<file path="config.mk">
export PLATFORM = sky130hd
export DESIGN_NAME = twcr_div
export DESIGN_NICKNAME = d
export VERILOG_FILES = /design/src/sv/twcr_pkg.sv /design/src/sv/twcr_div.sv
export SDC_FILE = /design/constraint.sdc
export NUM_CORES = 1
export LEC_CHECK = 0
export BUFFER_PORTS_ARGS = -buffer_cell sky130_fd_sc_hd__buf_4
export CORE_ASPECT_RATIO = 1.25
export CORE_UTILIZATION = 35
export DETAILED_ROUTE_END_ITERATION = 16
export SETUP_SLACK_MARGIN = 0.2
export SKIP_CTS_REPAIR_TIMING = 1
export SYNTH_ARGS = -nofsm -noshare
export SYNTH_HDL_FRONTEND = slang
export SYNTH_SLANG_ARGS = --single-unit
</file>
<file path="constraint.sdc">
create_clock -name clk_i -period 5.1 [get_ports clk_i]
set_clock_uncertainty 0.2 [all_clocks]
set_input_delay 0.51 -clock clk_i [delete_from_list [all_inputs] [get_ports clk_i]]
set_output_delay 0.51 -clock clk_i [all_outputs]
set_load 0.01 [all_outputs]
</file>
<file path="src/sv/twcr_pkg.sv">
// ----------------------------------------------------------------------------
// twcr_pkg
// Shared constants and types for the textured wall column renderer.
// ----------------------------------------------------------------------------
package twcr_pkg;

  // default geometry
  localparam int SCREEN_HEIGHT_DEF    = 480;
  localparam int TEXTURE_MAX_SIDE_DEF = 64;

  // divider width: covers the Q16.8 ray length and the Q7.16 step numerator
  localparam int DIV_W = 24;

  // configuration port
  localparam int CFG_ADDR_W = 4;
  localparam int CFG_DATA_W = 32;

  localparam logic [1:0] REG_CEILING_COLOR  = 2'd0;
  localparam logic [1:0] REG_FLOOR_COLOR    = 2'd1;
  localparam logic [1:0] REG_TEXTURE_WIDTH  = 2'd2;
  localparam logic [1:0] REG_TEXTURE_HEIGHT = 2'd3;

  localparam logic [6:0] TEXTURE_SIDE_RESET = 7'd64;

  typedef enum logic [1:0] {
    CMD_LOAD  = 2'd0,
    CMD_BEGIN = 2'd1,
    CMD_PIXEL = 2'd2
  } cmd_e;

endpackage

</file>
<file path="src/sv/twcr_div.sv">
// ----------------------------------------------------------------------------
// twcr_div
// Restoring unsigned divider, one quotient bit per cycle.
// ----------------------------------------------------------------------------
module twcr_div
  import twcr_pkg::*;
#(
  parameter int W = DIV_W
) (
  input  logic         clk_i,
  input  logic         rst_ni,
  input  logic         start_i,
  input  logic [W-1:0] num_i,
  input  logic [W-1:0] den_i,
  output logic [W-1:0] quot_o,
  output logic         done_o
);

  localparam int CNT_W = $clog2(W);

  logic [W-1:0]     quo_q;
  logic [W-1:0]     rem_q;
  logic [W-1:0]     den_q;
  logic [CNT_W-1:0] cnt_q;
  logic             busy_q;
  logic             done_q;

  logic [W:0] trial;
  logic [W:0] diff;
  logic       fits;

  assign trial = {rem_q, quo_q[W-1]};
  assign diff  = trial - {1'b0, den_q};
  assign fits  = trial >= {1'b0, den_q};

  always_ff @(posedge clk_i or negedge rst_ni) begin
    if (!rst_ni) begin
      quo_q  <= '0;
      rem_q  <= '0;
      den_q  <= '0;
      cnt_q  <= '0;
      busy_q <= 1'b0;
      done_q <= 1'b0;
    end else if (start_i) begin
      quo_q  <= num_i;
      rem_q  <= '0;
      den_q  <= den_i;
      cnt_q  <= '0;
      busy_q <= 1'b1;
      done_q <= 1'b0;
    end else if (busy_q) begin
      // shift in one dividend bit, subtract where the divisor fits
      rem_q <= fits ? diff[W-1:0] : trial[W-1:0];
      quo_q <= {quo_q[W-2:0], fits};
      cnt_q <= cnt_q + 1'b1;
      if (cnt_q == CNT_W'(W - 1)) begin
        busy_q <= 1'b0;
        done_q <= 1'b1;
      end
    end else begin
      done_q <= 1'b0;
    end
  end

  assign quot_o = quo_q;
  assign done_o = done_q;

endmodule

</file>
# Yosys cells after proc, flatten, opt, wreduce, memory -nomap -nowiden
# Index checks and enable logic that the tools add are counted.
[classes] addsub=2 n_mul=0 div_mod_pow=0 order_cmp=1 eq_ne=2 n_shift=0 mux=13 bitwise_logic=0 reduce_logical=1
[op_table] cell="24-bit 2-to-1 mux" count=5
[op_table] cell="25-bit by 24-bit greater-or-equal comparator with 1-bit output" count=1
[op_table] cell="24-bit subtractor" count=1
[op_table] cell="5-bit 2-to-1 mux" count=2
[op_table] cell="1-bit 2-to-1 mux" count=6
[op_table] cell="5-bit by 1-bit adder with 5-bit output (second input constant)" count=1
[op_table] cell="5-bit equality test (second input constant)" count=1
[op_table] cell="3-bit by 2-bit inequality test with 1-bit output (second input constant)" count=1
[op_table] cell="2-bit nonzero test" count=1
[totals] reg_bits=79 latch_bits=0 ram_bits=0 mem_bits_ro=0 inputBits=51 output_inout_bits=25 elab_cells=25 memories=0

# Longest topological paths before layout
[logic_depth] word_depth=4 depth_mapped=13 mapped_depth_nobuf=10

# Least setup slack after synthesis
# No wires, ideal clock.
[synth_path] path_kind="register to register" startpoint="register quo_q[23], in the netlist quot_o[23]" endpoint="register rem_q[16]" setup_time_ns=0.099 t_arrival_ns=2.590 t_required_ns=4.801 slack_ns=2.210 path_stages_with_launch=11 n_path_buf=0 period_less_slack_ns=2.890 path_cell_list="dfrtp_1 > inv_1 > ha_1 > fa_1 > nand2b_1 > a2111oi_1 > o311ai_1 > a21boi_0 > mux2i_1 > o22ai_1 > a311oi_1"
[synth_between] elab_chain_len=4 word_cells_on_any_way=5 cone_classes="1 x add/sub; 1 x order compare; 3 x mux"
[synth_lines] item="start, declared" line_no="twcr_div.sv:21" rtl="logic [W-1:0] quo_q;"
[synth_lines] item="start signal, assigned" line_no="twcr_div.sv:45" rtl="quo_q <= num_i;"
[synth_lines] item="start signal, assigned" line_no="twcr_div.sv:54" rtl="quo_q <= {quo_q[W-2:0], fits};"
[synth_lines] item="24-bit subtractor / 25-bit by 24-bit greater-or-equal comparator with 1-bit output (equally long branches)" line_no="twcr_div.sv:33, twcr_div.sv:34"
[synth_lines] item="24-bit 2-to-1 mux *" line_no="twcr_div.sv:53" rtl="rem_q <= fits ? diff[W-1:0] : trial[W-1:0];"
[synth_lines] item="24-bit 2-to-1 mux *" line_no="twcr_div.sv:51" rtl="end else if (busy_q) begin"
[synth_lines] item="24-bit 2-to-1 mux *" line_no="twcr_div.sv:44" rtl="end else if (start_i) begin"
[synth_lines] item="end signal, assigned" line_no="twcr_div.sv:53"
[synth_lines] item="end, declared" line_no="twcr_div.sv:22" rtl="logic [W-1:0] rem_q;"
# Every way passes the cells marked *; elsewhere a longest branch is shown, timed or not. The select of a mux whose other input is x is not followed.
# A chain may end at the register's enable or synchronous reset.

# Worst setup path in the final report
[layout_path] startpoint="register rem_q[1]" endpoint="register rem_q[23]"
[layout_between] elab_chain_len=4 word_cells_on_any_way=5 cone_classes="1 x add/sub; 1 x order compare; 3 x mux"
[layout_lines] item="24-bit subtractor / 25-bit by 24-bit greater-or-equal comparator with 1-bit output (equally long branches)" line_no="twcr_div.sv:33, twcr_div.sv:34"
[layout_lines] item="24-bit 2-to-1 mux *" line_no="twcr_div.sv:53"
[layout_lines] item="24-bit 2-to-1 mux *" line_no="twcr_div.sv:51"
[layout_lines] item="24-bit 2-to-1 mux *" line_no="twcr_div.sv:44"
# Marks and branches as above.

==> impl_metrics.env <==
export IMPL_status="completed"
export IMPL_postRouteAntennaNets=0
export IMPL_grt_usage_pct=17.1
export IMPL_root_buffer="clkbuf_16"
export IMPL_dp_hpwl_um=8050
export IMPL_synth_edf_count=0
export IMPL_core_um2=13900
export IMPL_synth_area_um2=5060
export IMPL_syn_inst=565
export IMPL_synth_top_area_share_pct=39.1
export IMPL_maxCapViolations=0
export IMPL_synth_cell_types=62
export IMPL_tightest_slew_ps=1100
export IMPL_power_density_cell_area_nw_per_um2=383
export IMPL_async_flop_share_pct=100
export IMPL_ys_flop_type="dfrtp_1"
export IMPL_cts_tree="built"
export IMPL_reg2reg_to="rem_q[23]$_DFFE_PN0P_"
export IMPL_route_detailed_wl_per_inst_um=14.8
export IMPL_drive_above_1_share_pct=17.9
export IMPL_viasPerCell=5.37
export IMPL_antenna_found_initial=0
export IMPL_postRouteWirelength_um=11800
export IMPL_synth_nets=642
export IMPL_io_buffers=75
export IMPL_leakagePower_uw=0.00291
export IMPL_antenna_cells=0
export IMPL_placed_cells=780
export IMPL_path_cells="ha_1 -> o211ai_2 -> a21oi_1 -> o41ai_2 -> o31a_2 -> o21a_1 -> a21boi_0 -> a221oi_1"
export IMPL_min_path_type="in2async"
export IMPL_period_needed_ps=3580
export IMPL_hold_viol_final=0
export IMPL_drt_iter0_markers=224
export IMPL_synth_xor_xnor_area_share_pct=3.12
export IMPL_finalSetupViolCount=0
export IMPL_cts_inserted_buffers=9
export IMPL_drv_slew=0
export IMPL_final_nets=693
export IMPL_yosys_top_cells_area="dfrtp_1 39%, o21ai_0 7.5%, ha_1 6.2%"
export IMPL_slowest_delay_ps=880
export IMPL_synth_seq_area_share_pct=39.1
export IMPL_place_congestion=0.867
export IMPL_whs_ps=129
export IMPL_reg2reg_slack_ps=1520
export IMPL_cts_sinks=79
export IMPL_synth_compound_area_share_pct=23.1
export IMPL_synth_top_family_by_area="compound AO/OA/AOI/OAI gates"
export IMPL_max_freq_ghz=0.280
export IMPL_syn_avg_cell_area_um2=8.95
export IMPL_io_pins=76
export IMPL_ir_drop_mv=0.153
export IMPL_crit_path_end_kind="flop"
export IMPL_die_h_um=136
export IMPL_critPathSlowestCell="o21a_1"
export IMPL_die_w_um=110
export IMPL_initial_core_util_pct=36.3
export IMPL_maxSlewHeadroom_pct=26.4
export IMPL_fin_crit_sh_pct=70.1
export IMPL_yosys_area_share_simple_pct=15.8
export IMPL_synth_adder_area_share_pct=6.58
export IMPL_path_class="reg2reg"
export IMPL_ys_warn_count=0
export IMPL_num_rows=48
export IMPL_clock_latency_ps=340
export IMPL_drtPass1Iterations=4
export IMPL_crit_arrival_ps=3620
export IMPL_htree_levels=3
export IMPL_grt_pass1_wl_um=20300
export IMPL_grt_max_degree=80
export IMPL_clock_path_buffers=2
export IMPL_post_synth_top_area_cell="dfrtp_1"
export IMPL_fin_tns_setup_ps=0
export IMPL_muxShareOfSynthArea_pct=6.04
export IMPL_crit_fanout=28
export IMPL_rsz0062_at_grt="no"
export IMPL_cp_start_kind="flop"
export IMPL_vias=4274
export IMPL_fin_cells=796
export IMPL_crit_buf_inv=0
export IMPL_worst_path_dominant_cell_family="compound AO/OA/AOI/OAI gates"
export IMPL_grt_pass1_vias=4370
export IMPL_grt_ovfl_total=0
export IMPL_drc=0
export IMPL_ys_ff_latch=79
export IMPL_regToRegStartpoint="rem_q[1]$_DFFE_PN0P_"
export IMPL_utilization_pct=42.6
export IMPL_syn2layout_area_growth_pct=17.4
export IMPL_path_clk_slew_ps=60
export IMPL_dieArea_um2=14900
export IMPL_critPathRequiredTime_ps=5140
export IMPL_r2r_cells=8
## kinds of logic after synthesis
group,after synthesis
buffers and inverters,70
multiplexers,30
XOR/XNOR,18
AND/OR/NAND/NOR,167
flip-flops,79
AO/OA/AOI/OAI,175
adder cells (fa/ha/maj),26
## cell type report
cell class	instances	area (um2)
clock buffer	11	243
inverter	32	120
timing repair buffer	78	586
sequential	79	1980
clock inverter	5	35.0
tap	175	219
multi-input combinational	416	2760
fill	1453	7990
## cell usage in the layout (no fill, tap or decap), types with 5 or more instances in the layout
master | Yosys | routed
clkbuf_16 | 0 | 9
nand3_1 | 22 | 22
nand2_1 | 57 | 57
and3_1 | 5 | 5
o21ai_0 | 76 | 76
mux2i_1 | 26 | 26
xor2_1 | 8 | 8
nor2_1 | 39 | 39
a31oi_1 | 6 | 6
a21oi_1 | 19 | 19
a21o_1 | 13 | 13
nand2b_1 | 7 | 7
xnor2_1 | 10 | 10
nand4_1 | 8 | 8
dfrtp_1 | 79 | 78
buf_4 | 2 | 78
inv_1 | 32 | 32
nor2b_1 | 9 | 9
a311oi_1 | 17 | 17
ha_1 | 25 | 25
nor3_1 | 5 | 5
## registers in the layout, indices dropped and copies added, names as in the netlist
register,cells
done_o,1
busy_q,1
rem_q,24
den_q,24
cnt_q,5
quot_o,24
## worst max path at each step
| stage | depth (start not counted) | end | from |
|---|---|---|---|
| 6_report | 8 | rem_q[23]$_DFFE_PN0P_ | rem_q[1]$_DFFE_PN0P_ |
| 5_1_grt | 8 | rem_q[12]$_DFFE_PN0P_ | rem_q[1]$_DFFE_PN0P_ |
| 4_1_cts | 8 | rem_q[23]$_DFFE_PN0P_ | rem_q[1]$_DFFE_PN0P_ |
| 3_5_place_dp | 8 | rem_q[11]$_DFFE_PN0P_ | rem_q[1]$_DFFE_PN0P_ |
| 3_3_place_gp | 8 | rem_q[23]$_DFFE_PN0P_ | rem_q[1]$_DFFE_PN0P_ |
| 2_1_floorplan | 10 | rem_q[16]$_DFFE_PN0P_ | quot_o[23]$_DFFE_PN0P_ |
## cell usage after synthesis (3+ instances only)
| cell type | instances |
|---|---|
| o21ai_0 | 76 |
| inv_1 | 32 |
| mux2_2 | 4 |
| and2_1 | 3 |
| nand4_1 | 8 |
| a21oi_1 | 19 |
| a31oi_1 | 6 |
| o21a_1 | 3 |
| a41oi_1 | 3 |
| xor2_1 | 8 |
| and3_1 | 5 |
| a221oi_1 | 3 |
| nor3_1 | 5 |
| buf_6 | 3 |
| a311oi_1 | 17 |
| nand2_1 | 57 |
| nor2b_1 | 9 |
| dfrtp_1 | 79 |
| mux2i_1 | 26 |
| a21o_1 | 13 |
| o31ai_1 | 3 |
| nor2_1 | 39 |
| a21boi_0 | 3 |
| buf_2 | 6 |
| o21bai_1 | 3 |
| nand3_1 | 22 |
| clkbuf_1 | 24 |
| xnor2_1 | 10 |
| nand2b_1 | 7 |
| ha_1 | 25 |
## layer usage
metal	vias up	part of all wire (%)	GRT usage (%)
li1	2123	-	-
met1	2030	44	21.0
met2	103	49	29.3
met3	18	4.5	3.02
met4	0	2.0	6.74
met5	-	0	0
## metrics by stage
stage,total power (uW),area (um2),setup WS (ps)
after floorplan,1470,5060,2210
after global placement,1660,5660,1650
after detailed placement,1680,5660,1530
after CTS,2290,5940,1500
after global routing,2420,5940,1280
final,2270,5940,1520
## power by group
part	switching [uW]	internal (uW)
Combinational	501	395
Clock	257	343
Sequential	63.2	713
Note: power is estimated with default switching activity, not from simulation.
